[src/sv/sfp_pkg.sv]
// ----------------------------------------------------------------------------
// sfp_pkg
// Shared types, constants and speed tables for the star field plotter.
// ----------------------------------------------------------------------------
`default_nettype none

package sfp_pkg;

  localparam int unsigned AddrW = 5;
  localparam int unsigned DataW = 32;

  // register indexes (byte address = 4 * index)
  localparam logic [2:0] REG_BLINK_A    = 3'd0;
  localparam logic [2:0] REG_BLINK_B    = 3'd1;
  localparam logic [2:0] REG_SPEED_SEL  = 3'd2;
  localparam logic [2:0] REG_FLIP       = 3'd3;
  localparam logic [2:0] REG_CLIP_MIN_X = 3'd4;
  localparam logic [2:0] REG_CLIP_MAX_X = 3'd5;
  localparam logic [2:0] REG_CLIP_MIN_Y = 3'd6;
  localparam logic [2:0] REG_CLIP_MAX_Y = 3'd7;

  localparam logic [8:0] CLIP_MAX_X_RST = 9'd383;
  localparam logic [7:0] CLIP_MAX_Y_RST = 8'd255;

  localparam logic [7:0] VISIBLE_LIMIT = 8'd224;
  localparam logic [8:0] FLIP_OFFSET   = 9'd160;
  localparam logic [9:0] PEN_BASE      = 10'd516;

  localparam logic MODE_STAR = 1'b0;
  localparam logic MODE_TICK = 1'b1;

  typedef struct packed {
    logic       blink_a;
    logic       blink_b;
    logic [5:0] speed_select;
    logic       flip;
    logic [8:0] clip_min_x;
    logic [8:0] clip_max_x;
    logic [7:0] clip_min_y;
    logic [7:0] clip_max_y;
  } sfp_cfg_t;

  // signed speeds as 8-bit two's complement
  function automatic logic [7:0] speed_x(input logic [2:0] sel);
    logic [7:0] v;
    case (sel)
      3'd0:    v = 8'hFF;
      3'd1:    v = 8'hFE;
      3'd2:    v = 8'hFD;
      3'd3:    v = 8'h00;
      3'd4:    v = 8'h03;
      3'd5:    v = 8'h02;
      3'd6:    v = 8'h01;
      default: v = 8'h00;
    endcase
    return v;
  endfunction

  function automatic logic [7:0] speed_y(input logic [2:0] sel);
    logic [7:0] v;
    case (sel)
      3'd0:    v = 8'h00;
      3'd1:    v = 8'hFF;
      3'd2:    v = 8'hFE;
      3'd3:    v = 8'hFD;
      3'd4:    v = 8'h00;
      3'd5:    v = 8'h03;
      3'd6:    v = 8'h02;
      default: v = 8'h01;
    endcase
    return v;
  endfunction

endpackage

`default_nettype wire

[src/sv/star_field_plotter.sv]
// ----------------------------------------------------------------------------
// star_field_plotter
// Scrolling star field: vblank ticks move the scroll, star entries become
// clipped pixels with a pen number.
// ----------------------------------------------------------------------------
//  channel  | direction | handshake      | payload
//  ---------+-----------+----------------+------------------------------------
//  in_      | in        | valid / stall  | mode, star_x, star_y, star_set,
//           |           |                | star_color
//  out_     | out       | valid / stall  | pixel_valid, pixel_x, pixel_y,
//           |           |                | pixel_color
//  cfg      | in        | APB, pready=1  | 8 registers at 4*index
//
// One item per cycle while in_stall is low; one result per item, registered in the cycle after acceptance.
// The only register on the item path is the single result register after the plot logic.
// in_stall is high while the result register holds an item that is stalled.
// Synchronous active-low reset clears scroll and out_valid and sets the registers to their defaults.
// ----------------------------------------------------------------------------
`default_nettype none

module star_field_plotter (
  input  wire logic                      clk,
  input  wire logic                      rst_n,
  input  wire logic                      in_valid,
  output logic                           in_stall,
  input  wire logic                      in_mode,
  input  wire logic [7:0]                in_star_x,
  input  wire logic [7:0]                in_star_y,
  input  wire logic [1:0]                in_star_set,
  input  wire logic [5:0]                in_star_color,
  output logic                           out_valid,
  input  wire logic                      out_stall,
  output logic                           out_pixel_valid,
  output logic      [8:0]                out_pixel_x,
  output logic      [7:0]                out_pixel_y,
  output logic      [9:0]                out_pixel_color,
  input  wire logic                      psel,
  input  wire logic                      penable,
  input  wire logic                      pwrite,
  input  wire logic [sfp_pkg::AddrW-1:0] paddr,
  input  wire logic [sfp_pkg::DataW-1:0] pwdata,
  output logic      [sfp_pkg::DataW-1:0] prdata,
  output logic                           pready
);

  sfp_pkg::sfp_cfg_t cfg;

  sfp_regs u_regs (
    .clk     (clk),
    .rst_n   (rst_n),
    .psel    (psel),
    .penable (penable),
    .pwrite  (pwrite),
    .paddr   (paddr),
    .pwdata  (pwdata),
    .prdata  (prdata),
    .pready  (pready),
    .cfg     (cfg)
  );

  logic       accept;
  logic [7:0] scroll_x_r, scroll_x_nxt;
  logic [7:0] scroll_y_r, scroll_y_nxt;
  logic       out_valid_r;
  logic       pix_valid_r, pix_valid_nxt;
  logic [8:0] pix_x_r, pix_x_nxt;
  logic [7:0] pix_y_r, pix_y_nxt;
  logic [9:0] pix_col_r, pix_col_nxt;

  logic [7:0] x8;
  logic [7:0] y8;
  logic [8:0] xs;
  logic       set_hit;
  logic       in_clip;

  assign in_stall = out_valid_r && out_stall;
  assign accept   = in_valid && !in_stall;

  // scroll registers wrap modulo 256
  always_comb begin
    scroll_x_nxt = scroll_x_r;
    scroll_y_nxt = scroll_y_r;
    if (accept && in_mode == sfp_pkg::MODE_TICK) begin
      scroll_x_nxt = scroll_x_r + sfp_pkg::speed_x(cfg.speed_select[2:0]);
      scroll_y_nxt = scroll_y_r + sfp_pkg::speed_y(cfg.speed_select[5:3]);
    end
  end

  always_comb begin
    x8      = in_star_x + scroll_x_r;
    y8      = in_star_y + scroll_y_r;
    xs      = cfg.flip ? ({1'b0, x8} + sfp_pkg::FLIP_OFFSET) : {1'b0, x8};
    // set A is 0/1, set B is 2/3
    set_hit = (in_star_set == {1'b0, cfg.blink_a}) ||
              (in_star_set == {1'b1, cfg.blink_b});
    in_clip = (xs >= cfg.clip_min_x) && (xs <= cfg.clip_max_x) &&
              (y8 >= cfg.clip_min_y) && (y8 <= cfg.clip_max_y);

    pix_valid_nxt = (in_mode == sfp_pkg::MODE_STAR) && set_hit &&
                    (x8 < sfp_pkg::VISIBLE_LIMIT) && in_clip;
    pix_x_nxt     = pix_valid_nxt ? xs : '0;
    pix_y_nxt     = pix_valid_nxt ? y8 : '0;
    pix_col_nxt   = pix_valid_nxt ? (sfp_pkg::PEN_BASE + {4'd0, in_star_color}) : '0;
  end

  always_ff @(posedge clk) begin
    if (!rst_n) begin
      scroll_x_r  <= '0;
      scroll_y_r  <= '0;
      out_valid_r <= 1'b0;
    end else begin
      scroll_x_r <= scroll_x_nxt;
      scroll_y_r <= scroll_y_nxt;
      if (accept) begin
        out_valid_r <= 1'b1;
      end else if (!out_stall) begin
        out_valid_r <= 1'b0;
      end
    end
  end

  always_ff @(posedge clk) begin
    if (accept) begin
      pix_valid_r <= pix_valid_nxt;
      pix_x_r     <= pix_x_nxt;
      pix_y_r     <= pix_y_nxt;
      pix_col_r   <= pix_col_nxt;
    end
  end

  assign out_valid       = out_valid_r;
  assign out_pixel_valid = pix_valid_r;
  assign out_pixel_x     = pix_x_r;
  assign out_pixel_y     = pix_y_r;
  assign out_pixel_color = pix_col_r;

endmodule

`default_nettype wire

[src/sv/sfp_regs.sv]
// ----------------------------------------------------------------------------
// sfp_regs
// APB-style configuration registers of the star field plotter.
// ----------------------------------------------------------------------------
`default_nettype none

module sfp_regs (
  input  wire logic                      clk,
  input  wire logic                      rst_n,
  input  wire logic                      psel,
  input  wire logic                      penable,
  input  wire logic                      pwrite,
  input  wire logic [sfp_pkg::AddrW-1:0] paddr,
  input  wire logic [sfp_pkg::DataW-1:0] pwdata,
  output logic      [sfp_pkg::DataW-1:0] prdata,
  output logic                           pready,
  output sfp_pkg::sfp_cfg_t              cfg
);

  sfp_pkg::sfp_cfg_t cfg_r;
  sfp_pkg::sfp_cfg_t cfg_nxt;
  logic [2:0]        idx;
  logic              wr_en;

  assign idx    = paddr[sfp_pkg::AddrW-1:2];
  assign wr_en  = psel && penable && pwrite;
  assign pready = 1'b1;
  assign cfg    = cfg_r;

  always_comb begin
    cfg_nxt = cfg_r;
    if (wr_en) begin
      case (idx)
        sfp_pkg::REG_BLINK_A:    cfg_nxt.blink_a      = pwdata[0];
        sfp_pkg::REG_BLINK_B:    cfg_nxt.blink_b      = pwdata[0];
        sfp_pkg::REG_SPEED_SEL:  cfg_nxt.speed_select = pwdata[5:0];
        sfp_pkg::REG_FLIP:       cfg_nxt.flip         = pwdata[0];
        sfp_pkg::REG_CLIP_MIN_X: cfg_nxt.clip_min_x   = pwdata[8:0];
        sfp_pkg::REG_CLIP_MAX_X: cfg_nxt.clip_max_x   = pwdata[8:0];
        sfp_pkg::REG_CLIP_MIN_Y: cfg_nxt.clip_min_y   = pwdata[7:0];
        sfp_pkg::REG_CLIP_MAX_Y: cfg_nxt.clip_max_y   = pwdata[7:0];
        default:                 cfg_nxt = cfg_r;
      endcase
    end
  end

  always_ff @(posedge clk) begin
    if (!rst_n) begin
      cfg_r <= '{blink_a:      1'b0,
                 blink_b:      1'b0,
                 speed_select: 6'd0,
                 flip:         1'b0,
                 clip_min_x:   9'd0,
                 clip_max_x:   sfp_pkg::CLIP_MAX_X_RST,
                 clip_min_y:   8'd0,
                 clip_max_y:   sfp_pkg::CLIP_MAX_Y_RST};
    end else begin
      cfg_r <= cfg_nxt;
    end
  end

  always_comb begin
    prdata = '0;
    case (idx)
      sfp_pkg::REG_BLINK_A:    prdata[0]   = cfg_r.blink_a;
      sfp_pkg::REG_BLINK_B:    prdata[0]   = cfg_r.blink_b;
      sfp_pkg::REG_SPEED_SEL:  prdata[5:0] = cfg_r.speed_select;
      sfp_pkg::REG_FLIP:       prdata[0]   = cfg_r.flip;
      sfp_pkg::REG_CLIP_MIN_X: prdata[8:0] = cfg_r.clip_min_x;
      sfp_pkg::REG_CLIP_MAX_X: prdata[8:0] = cfg_r.clip_max_x;
      sfp_pkg::REG_CLIP_MIN_Y: prdata[7:0] = cfg_r.clip_min_y;
      sfp_pkg::REG_CLIP_MAX_Y: prdata[7:0] = cfg_r.clip_max_y;
      default:                 prdata      = '0;
    endcase
  end

endmodule

`default_nettype wire
[config.mk]
export PLATFORM = sky130hd
export DESIGN_NAME = star_field_plotter
export DESIGN_NICKNAME = d
export VERILOG_FILES = /design/src/sv/sfp_pkg.sv /design/src/sv/star_field_plotter.sv /design/src/sv/sfp_regs.sv
export SDC_FILE = /design/constraint.sdc
export NUM_CORES = 1
export LEC_CHECK = 0
export BUFFER_PORTS_ARGS = -buffer_cell sky130_fd_sc_hd__buf_4
export CAP_MARGIN = 10
export CORE_MARGIN = 8
export CORE_UTILIZATION = 51
export DETAILED_ROUTE_END_ITERATION = 7
export PLACE_DENSITY = 0.9
export SLEW_MARGIN = 10
export SYNTH_ARGS = -nofsm -noshare
export SYNTH_HDL_FRONTEND = slang
export SYNTH_HIERARCHICAL = 1
export SYNTH_SLANG_ARGS = --single-unit
[constraint.sdc]
create_clock -name clk -period 4.05 [get_ports clk]
set_input_delay 0.2025 -clock clk [delete_from_list [all_inputs] [get_ports clk]]
set_output_delay 0.2025 -clock clk [all_outputs]
set_load 0.05 [all_outputs]
# Word-level counts from Yosys, hierarchy flattened
# Index checks and enable logic that the tools add are counted.
[word_totals]
register_bits = 88
inputBits = 69
word_cells = 84
[classes]
add_sub_neg = 6
order_cmp = 5
eq_ne = 21
n_mux = 11
bitwise = 1
n_reduce_logical = 25
[op_table]
columns = ["op", "n"]
rows = [
  ["case mux 8 bit (6 select lines)", 2],
  ["adder 8 bit", 4],
  ["equality test 3 bit (second input constant)", 10],
  ["case mux 5 bit (5 select lines)", 1],
  ["two-way mux 8 bit", 2],
  ["AND reduction 2 bit", 8],
  ["equality test 3 x 2 -> 1 bit (second input constant)", 5],
  ["logical AND 1 bit", 11],
  ["adder 10 x 6 -> 10 bit (first input constant)", 1],
  ["adder 8 x 8 -> 9 bit (second input constant)", 1],
  ["equality test 3 x 1 -> 1 bit (second input constant)", 3],
  ["greater-or-equal comparator 9 bit", 1],
  ["<= comparator 9 bit", 1],
  ["zero test 3 bit", 3],
  ["two-way mux 9 bit", 1],
  ["greater-or-equal comparator 8 bit", 1],
  ["<= comparator 8 bit", 1],
  ["< comparator 8 bit (second input constant)", 1],
  ["case mux 1 bit (8 select lines)", 1],
  ["case mux 2 bit (4 select lines)", 1],
  ["equality test 2 x 1 -> 1 bit", 1],
  ["equality test 2 bit", 1],
  ["two-way mux 1 bit", 2],
  ["inequality test 2 x 1 -> 1 bit (second input constant)", 1],
  ["5 further kinds", 5],
]

# Logic depth before layout (Yosys ltp)
# Gate-level depths: netlist of the first run.
[depth]
word_depth = 8
mapped_depth = 18
ltp_nobuf = 16

# Modules after synthesis
# The synthesis of the first run kept the hierarchy.
[modules_own_cells]
columns = ["mod", "n_inst", "cells_each", "area_per_inst_um2"]
rows = [
  ["star_field_plotter", 1, 434, 4085.2],
  ["sfp_regs", 1, 237, 2277.2],
]

# Worst setup path after synthesis of the first run
# Ideal clock, no wire load.
[synth_path]
kind = "register -> register"
from = "register scroll_x_r[0]"
to = "register pix_col_r[9], in the netlist out_pixel_color[9] (data pin)"
setup_time_ns = 0.287
arrival_ns = 3.816
setup_slack_ns = -0.054
path_stages_with_launch = 18
path_buffers = 2
path_cell_list = "dfxtp_1 ha_1 fa_1 a211oi_1 nor4b_1 nor3_2 inv_1 ha_1 nor2_1 xor3_1 inv_1 ha_1 nand4_1 nor3_1 o21ba_2 buf_1 clkbuf_1 nor3_1"
[synth_between]
elab_chain_cells = 8
elab_cells_between_ends = 11
cone_classes = "add/sub (2); order compare (3); mux (1); reduce/logical (5)"
[synth_lines]
columns = ["item", "line", "text"]
rows = [
  ["start: declaration", "star_field_plotter.sv:62", "logic [7:0] scroll_x_r, scroll_x_nxt;"],
  ["start signal: assignment", "star_field_plotter.sv:112", "scroll_x_r <= scroll_x_nxt;"],
  ["adder 8 bit (*)", "star_field_plotter.sv:90", "x8 = in_star_x + scroll_x_r;"],
  ["adder 8 x 8 -> 9 bit", "star_field_plotter.sv:92", "xs = cfg.flip ? ({1'b0, x8} + sfp_pkg::FLIP_OFFSET) : {1'b0, x8};"],
  ["two-way mux 9 bit (*)", "star_field_plotter.sv:92", ""],
  ["net xs[7]", "star_field_plotter.sv:72", "logic [8:0] xs;"],
  ["greater-or-equal comparator 9 bit / <= comparator 9 bit (equally long branches)", "star_field_plotter.sv:96", "in_clip = (xs >= cfg.clip_min_x) && (xs <= cfg.clip_max_x) &&"],
  ["logical AND 1 bit (*) (2 in a row)", "star_field_plotter.sv:96", ""],
  ["logical AND 1 bit (*)", "star_field_plotter.sv:97", "(y8 >= cfg.clip_min_y) && (y8 <= cfg.clip_max_y);"],
  ["logical AND 1 bit (*)", "star_field_plotter.sv:100", "(x8 < sfp_pkg::VISIBLE_LIMIT) && in_clip;"],
  ["net pix_valid_nxt", "star_field_plotter.sv:65", "logic pix_valid_r, pix_valid_nxt;"],
  ["end signal: assignment", "star_field_plotter.sv:127", "pix_col_r <= pix_col_nxt;"],
  ["end: declaration", "star_field_plotter.sv:68", "logic [9:0] pix_col_r, pix_col_nxt;"],
]
# Mark *: on every way through the listed nets, which the timed path passes. The rest lies on a longest branch.
# A chain may end at the register's enable or synchronous reset.

# Worst setup path after layout of the first run
[layout_path]
from = "register scroll_x_r[0]"
to = "register pix_x_r[3], in the netlist out_pixel_x[3] (data pin)"
[layout_between]
elab_chain_cells = 8
elab_cells_between_ends = 11
cone_classes = "add/sub (2); order compare (3); mux (1); reduce/logical (5)"
[layout_lines]
columns = ["item", "line", "text"]
rows = [
  ["adder 8 bit (*)", "star_field_plotter.sv:90", ""],
  ["adder 8 x 8 -> 9 bit", "star_field_plotter.sv:92", ""],
  ["two-way mux 9 bit (*)", "star_field_plotter.sv:92", ""],
  ["net xs[7]", "star_field_plotter.sv:72", ""],
  ["greater-or-equal comparator 9 bit / <= comparator 9 bit (equally long branches)", "star_field_plotter.sv:96", ""],
  ["logical AND 1 bit (*) (2 in a row)", "star_field_plotter.sv:96", ""],
  ["logical AND 1 bit (*)", "star_field_plotter.sv:97", ""],
  ["logical AND 1 bit (*)", "star_field_plotter.sv:100", ""],
  ["end signal: assignment", "star_field_plotter.sv:125", "pix_x_r <= pix_x_nxt;"],
  ["end: declaration", "star_field_plotter.sv:66", "logic [8:0] pix_x_r, pix_x_nxt;"],
]
# Marked as above.

==> results by group, run 1 <==
Run status
  – Status: complete, no violations

Worst hold path
  – Hold path endpoint: out_valid$_SDFFE_PN0P_
  – Hold path depth: 2
  – Hold/Removal Path Class: in2reg
  – Min-delay src: in_valid

GRT
  – Initial antenna violation count: 0
  – Number of global-route vias before repair: roughly 5000
  – Pin count of the biggest net entering global routing: 86
  – Gr ovfl total: 0
  – Global-route wire length before repair: 25.03 mm
  – GRT Overall Usage: approximately a fifth

Detailed routing
  – Number of routed nets with antenna violations: 0
  – Residual DRC: 0
  – First-pass detailed-route iteration total: 5
  – DR WL/cell: 17.53 um
  – Vias: between 5000 and 6000
  – Final WL: around 16 mm
  – Vias per cell: between 5 and 6
  – DRT iter0 DRCs: around 430

Timing
  – Fin crit share: between 90 and 100%
  – Fmax: approximately 250 MHz
  – Final hold vios: 0
  – Final setup violation count: 0
  – Min Clock Period, post-route: between 4 and 5 ns
  – Slew @ Worst Pin: between 1 and 1.5 ns
  – Max_slew headroom: between 20% and 30%
  – Clk_skew: 0.007733 ns
  – Max Slew Vio Count: 0

Setup path
  – CP endpoint kind: register
  – FF-to-FF End: out_pixel_x[3]$_SDFFCE_PN0P_
  – Critical path class: reg2reg
  – Reg2Reg Launch Point: scroll_x_r[0]$_SDFFE_PN0P_
  – Worst Path Arrival: 4.19 ns
  – Reg2reg path depth: 17
  – Flop2flop setup slack: ~0.014 ns
  – WP data required: approximately 4.2 ns
  – Crit path launch type: register
  – Worst-path fanout max: 12

Clock network
  – Clk buf depth: 2
  – Clock Sinks: 86
  – CTS HTree Levels: 3
  – Clock-pin slew on the worst setup and hold paths: about 0.06 ns
  – Clk root buf: clkbuf_16
  – CTS buffer count: 9
  – Skew-Pair Late Insertion Delay: about 0.35 ns
  – CTS tree: yes

Final layout
  – Storage element area: about 2000 um2
  – Multi-input logic area: around 4000 um2
  – Final nets: slightly below 900
  – Fillcell total: between 900 and 1000
  – Area Overhead vs Synth: 18.25%
  – Final antenna diode count: 0
  – Non-Filler Instances: slightly above 900
  – Share of cells above drive strength 1: 22.18%

Die
  – Die Wd: 127.7 um
  – Initial cell density of the core: 51.25%
  – Placeable Area: approximately 12000 um2
  – IO Count: approximately 130
  – Die area: about 16000 um2
  – FP Rows: between 40 and 50
  – DIE HEIGHT: approximately 130 um

Synth
  – Synth warn: 6
  – Share of the synthesized area in the top cell type: 18.88%
  – Syn avg cell area: between 9 and 10 um2
  – Post-synth cell types: 65
  – Synth Instances: about 670
  – Ys flop type: dfxtp_1
  – Yosys reg bits: between 80 and 90
  – Fraction of registers with async set/reset: 0%
  – Leading area contributor after synthesis: dfxtp_1
  – Seq/Total Area, Yosys: 31.15%
  – Post-Synthesis Cell Area: between 6000 and 7000 um2
  – Area contributors post-synth: dfxtp_1 19%, ha_1 13%, edfxtp_1 12%, mux2i_1 7.2%, nand2_1 4.7%
  – Post-synth EDFFs: 26

Placement
  – Detailed Place HPWL: around 12 mm
  – Cells after DPL: ~910
  – GP Congestion: 0.8916
  – Number of port buffers: 80

Pwr
  – Total power: between 2 and 3 mW
  – Peak VDD IR: around 0.0002 V
  – Lkg Pwr: roughly 3.3 nW
  – PD cells: roughly 340 nW/um2

Job
  – Maxcap violations: 0
[synthesized netlist by cell type, drive strengths merged (3+ instances only)]
cell type and count:
nand2 79, ha 64, dfxtp 60, inv 57, mux2i 46, buf 41
nor2b 28, edfxtp 26, o21ai 25, a21oi 21, xnor2 20, nor2 18
clkbuf 16, nand3 14, nor4b 14, nor4 13, and2 10, o211ai 10
nor3 9, mux4 8, nor3b 8, a21boi 7, a211oi 5, a21o 5
nand2b 5, o211a 5, o21bai 5, fa 4, o21a 4, a31oi 3
conb 3, o2111ai 3, xor2 3
[layout by cell type, fill, tap and decap left out, drive strengths merged, types with 3 or more instances in the layout]
cell	instances
a211oi	5
a21boi	7
a21o	5
a21oi	21
a31oi	3
and2	10
buf	99
clkbuf	13
conb	26
dfxtp	60
edfxtp	26
fa	4
ha	64
inv	59
mux2i	46
mux4	8
nand2	79
nand2b	5
nand3	14
nor2	18
nor2b	28
nor3	9
nor3b	8
nor4	13
nor4b	14
o2111ai	3
o211a	5
o211ai	10
o21a	4
o21ai	25
o21bai	5
xnor2	20
xor2	3
[worst max-delay path: stages (launching register included)]
cell	delay [ns]
dfxtp_1	0.32
ha_1	0.22
fa_2	0.41
a211oi_2	0.28
nor4b_1	0.10
nor3_2	0.23
inv_1	0.10
ha_1	0.21
nor2_1	0.13
xor3_1	0.21
inv_1	0.08
ha_1	0.30
nand3_1	0.08
a21oi_1	0.12
a21oi_1	0.09
or4_4	0.47
clkbuf_16	0.21
nor4b_2	0.29
[flip-flops by register name, summed over array words and instances (netlist names)]
| signal | cells |
|---|---|
| out_pixel_y | 8 |
| u_regs/cfg | 43 |
| out_valid | 1 |
| out_pixel_valid | 1 |
| scroll_x_r | 8 |
| scroll_y_r | 8 |
| out_pixel_x | 9 |
| out_pixel_color | 8 |
[per-layer routing]
| metal | track usage, % | vias to the layer above | share of wire [%] |
|---|---|---|---|
| li1 | - | 2489 | - |
| met1 | 22.23 | 2462 | 39 |
| met2 | 33.06 | 209 | 49 |
| met3 | 3.993 | 48 | 7.6 |
| met4 | 11.19 | 0 | 4.0 |
| met5 | 0 | - | 0 |
[layout make-up]
class	instances	area share (%)
multi-input cells	494	53.25
flip-flops and latches	86	26.36
repair buffers	100	10.54
clock buffers	12	3.709
well taps	172	2.860
inverters	57	2.844
clock inverters	4	0.4324
[cell families after synthesis]
| family | share of synthesized area (%) |
|---|---|
| AOI/OAI and AO/OA | 11.23 |
| muxes | 10.07 |
| adders and majority gates | 13.84 |
| and+or+nand+nor | 20.77 |
| DFF | 31.15 |
| xor gates and xnor gates | 3.540 |
| other | 0.1770 |
| buffers and inverters | 9.223 |
[where the power goes]
| group | switching (mW) | internal (mW) | total, mW |
|---|---|---|---|
| Clock | 0.358 | 0.496 | 0.854 |
| Sequential | 0.0175 | 0.924 | 0.941 |
| Combinational | 0.477 | 0.291 | 0.767 |
| Total | 0.852 | 1.71 | 2.56 |
[worst max path at each step]
stage | start | end | depth (start not counted)
finish | scroll_x_r[0]$_SDFFE_PN0P_ | out_pixel_x[3]$_SDFFCE_PN0P_ | 17
global route | scroll_x_r[0]$_SDFFE_PN0P_ | out_pixel_x[3]$_SDFFCE_PN0P_ | 17
CTS | scroll_x_r[0]$_SDFFE_PN0P_ | out_pixel_x[8]$_SDFFCE_PN0P_ | 17
detailed placement | in_star_x[0] | out_pixel_x[4]$_SDFFCE_PN0P_ | 18
global placement | in_star_x[0] | out_pixel_x[8]$_SDFFCE_PN0P_ | 18
floorplan | scroll_x_r[0]$_SDFFE_PN0P_ | out_pixel_color[6]$_SDFFCE_PN0P_ | 18
[what timing repair did]
action,in CTS,in global routing
buffers inserted,0,2
endpoints found under the setup margin,26,26
gates cloned,0,1
pin swaps,3,6
gates resized for setup,7,14
hold buffers,0,0
[through the flow]
| step | hold slack (ns) | setup slack (ns) | area (um2) | setup TNS (ns) | util [%] |
|---|---|---|---|---|---|
| 4_1_cts | 0.07830 | 0.003361 | 7395 | 0 | 59.56 |
| 3_5_place_dp | 0.4398 | -0.1698 | 7053 | -2.548 | 56.81 |
| 6_report | 0.08453 | 0.01404 | 7523 | 0 | 60.60 |
| 5_1_grt | 0.1069 | -0.1698 | 7523 | -1.385 | 60.60 |
| 2_1_floorplan | 0.3266 | 0.05016 | 6451 | 0 | - |
| 3_3_place_gp | 0.4327 | -0.006738 | 7053 | -0.02374 | 56.81 |
Note: power is estimated with default switching activity, not from simulation.
==> inputs of run 2 (changes only) <==
CORE_ASPECT_RATIO = 0.8   (was unset)
==> run 2 against run 1 <==
Global-route usage increased by 0.34 points. Combinational power up 0.9%. Routed wire length increased by 2.0%. Clock skew down 0.0016 ns. Register-to-register slack better by 0.07 ns. Power about the same. Sequential cell count is the same. Critical path depth fell by 4. Fmax rose by 1.7%. Cell area is 0.57% higher. Sequential share of layout area fell by 0.15 points. Via count increased by 0.96%. Critical endpoint is now out_pixel_y[4]$_SDFFCE_PN0P_.
==> results by group, run 2 (same netlist as run 1, synthesis figures left out) <==
Run status
  – Status: complete, no violations

Timing
  – Clk_skew: a little over 0.006 ns
  – Final setup violation count: 0
  – Min Clock Period, post-route: 3.967 ns
  – Final hold vios: 0
  – Slew @ Worst Pin: approximately 1.1 ns
  – Max_slew headroom: a little under a quarter
  – Fin crit share: a little over nine tenths
  – Fmax: between 200 and 300 MHz
  – Max Slew Vio Count: 0

Detailed routing
  – Vias: around 5300
  – DRT iter0 DRCs: roughly 440
  – DR WL/cell: roughly 18 um
  – First-pass detailed-route iteration total: 6
  – Number of routed nets with antenna violations: 0
  – Vias per cell: approximately 5.8
  – Final WL: between 15 and 20 mm
  – Residual DRC: 0

Die
  – DIE HEIGHT: between 100 and 150 um
  – FP Rows: 36
  – Die Wd: about 140 um
  – IO Count: roughly 130
  – Die area: between 15000 and 20000 um2
  – Placeable Area: around 12000 um2
  – Initial cell density of the core: approximately 52%

Worst hold path
  – Hold path depth: 2
  – Hold/Removal Path Class: in2reg

Setup path
  – Worst-path fanout max: 6
  – Max incr delay on CP: roughly 0.6 ns
  – Crit path launch type: register
  – Critical Path Slowest Stage Cell: or4_4
  – Critical path class: reg2reg
  – CP endpoint kind: register
  – Worst Path Arrival: between 4 and 5 ns
  – WP data required: 4.22 ns
  – Reg2reg path depth: 13
  – CP Cell Sequence: ha_1 > fa_1 > a211oi_1 > o21bai_1 > a21oi_2 > xnor2_2 > ha_1 > and4_1 > nand2_1 > a2111o_1 > or4_4 > clkbuf_16 > nor4b_2
  – Top cell by count, worst path: ha_1

Final layout
  – Most frequent cells in the layout: 102 x buf_4, 79 x nand2_1, 64 x ha_1, 59 x dfxtp_1, 58 x inv_1
  – Commonest non-fill, non-tap cell in the layout: buf_4
  – Area Overhead vs Synth: 18.92%
  – Final nets: 892
  – Final antenna diode count: 0
  – Max FFs per register: 43
  – Share of cells above drive strength 1: 23.03%
  – Design Area, Final: ~7600 um2
  – Non-Filler Instances: just over 900
  – Fin util: around 62%

Placement
  – Number of port buffers: 80
  – Placed cell area: around 7000 um2
  – Detailed Place HPWL: 12.14 mm
  – GP Congestion: 0.9059
  – Cells after DPL: between 800 and 900

Clock network
  – CTS HTree Levels: 3
  – Clock Sinks: 86
  – Skew-Pair Late Insertion Delay: 0.36 ns
  – CTS tree: yes
  – Clk buf depth: 2
  – CTS buffer count: 9
  – Clock-pin slew on the worst setup and hold paths: 0.06 ns
  – Clk root buf: clkbuf_16

Pwr
  – PD cells: around 340 nW/um2
  – Peak VDD IR: about 0.00020 V
  – Seq pwr share: a little under two fifths
  – Cell internal pwr: about 1.7 mW
  – Clock Power Share: around a third
  – Total power: approximately 2.6 mW
  – Switching pwr: approximately 0.85 mW
  – Comb power frac: between 30% and 40%
  – Net Sw Frac: 33.18%
  – Lkg Pwr: 3.327 nW

GRT
  – Number of global-route vias before repair: just over 5000
  – Global-route wire length before repair: around 26 mm
  – Initial antenna violation count: 0
  – GRT Overall Usage: 19.74%
  – Pin count of the biggest net entering global routing: 86
  – Gr ovfl total: 0

Job
  – Maxcap violations: 0
-- run 2: worst paths after layout --
kind	startpoint	end	slack [ns]
hold / removal	in_valid	out_valid$_SDFFE_PN0P_	0.08
hold reg to reg	u_regs/cfg[30]$_SDFFE_PN0P_	u_regs/cfg[30]$_SDFFE_PN0P_	0.48
setup reg to reg	scroll_y_r[0]$_SDFFE_PN0P_	out_pixel_y[4]$_SDFFCE_PN0P_	0.08
setup / recovery	scroll_y_r[0]$_SDFFE_PN0P_	out_pixel_y[4]$_SDFFCE_PN0P_	0.08
-- run 2: what timing repair did --
action | 4_1_cts | 5_1_grt
setup endpoints to repair | 26 | 26
pin swaps | 1 | 5
hold buffers | 0 | 0
buffers inserted | 0 | 7
resized for setup | 5 | 18
endpoints found under the hold margin | 0 | 0
gates cloned | 0 | 3
-- run 2: area by class of cell --
| class | count | area [um2] |
|---|---|---|
| Sequential cell | 86 | 1983 |
| Clock buffer | 10 | 239.0 |
| Clock inverter | 6 | 62.56 |
| Inverter | 57 | 214.0 |
| Multi-Input combinational cell | 494 | 4010 |
| Tap cell | 152 | 190.2 |
| Timing Repair Buffer | 107 | 867.1 |
| Fill cell | 978 | 4596 |
-- run 2: power groups by stage --
stage               Combinational [mW]  Clock [mW]  Sequential, mW
finish                           0.774       0.846           0.943
global route                     0.832       0.890           0.946
CTS                              0.718       0.851           0.943
detailed placement               0.706           0           0.962
global placement                 0.685           0           0.960
floorplan                        0.456           0            1.03
-- run 2: per-stage QoR --
| stage | TNS, ns | hold WS, ns | setup slack (ns) |
|---|---|---|---|
| 3_3_place_gp | 0 | 0.4359 | 0.01118 |
| 4_1_cts | 0 | 0.07895 | 0.05187 |
| 5_1_grt | -1.253 | 0.09766 | -0.1378 |
| 3_5_place_dp | -2.276 | 0.4411 | -0.1726 |
| 2_1_floorplan | 0 | 0.3266 | 0.05016 |
| 6_report | 0 | 0.08259 | 0.08255 |
-- run 2: metal layers --
metal  global-route usage [%]  vias up  wire length [um]
met2                    33.56      218              8042
met4                    7.071        0               340
met1                    23.58     2509              6729
met3                    5.599       24              1420
met5                        0        -                 0
li1                         -     2507                 -
-- run 2: critical path: cells and delay by family (launching register included) --
family / cells / cell delay [ns]
buffers and inverters: 1 / 0.20
AND/OR/NAND/NOR: 4 / 1.16
adder cells (fa/ha/maj): 3 / 0.98
AO/OA/AOI/OAI: 4 / 0.94
XOR/XNOR: 1 / 0.16
flip-flops: 1 / 0.33
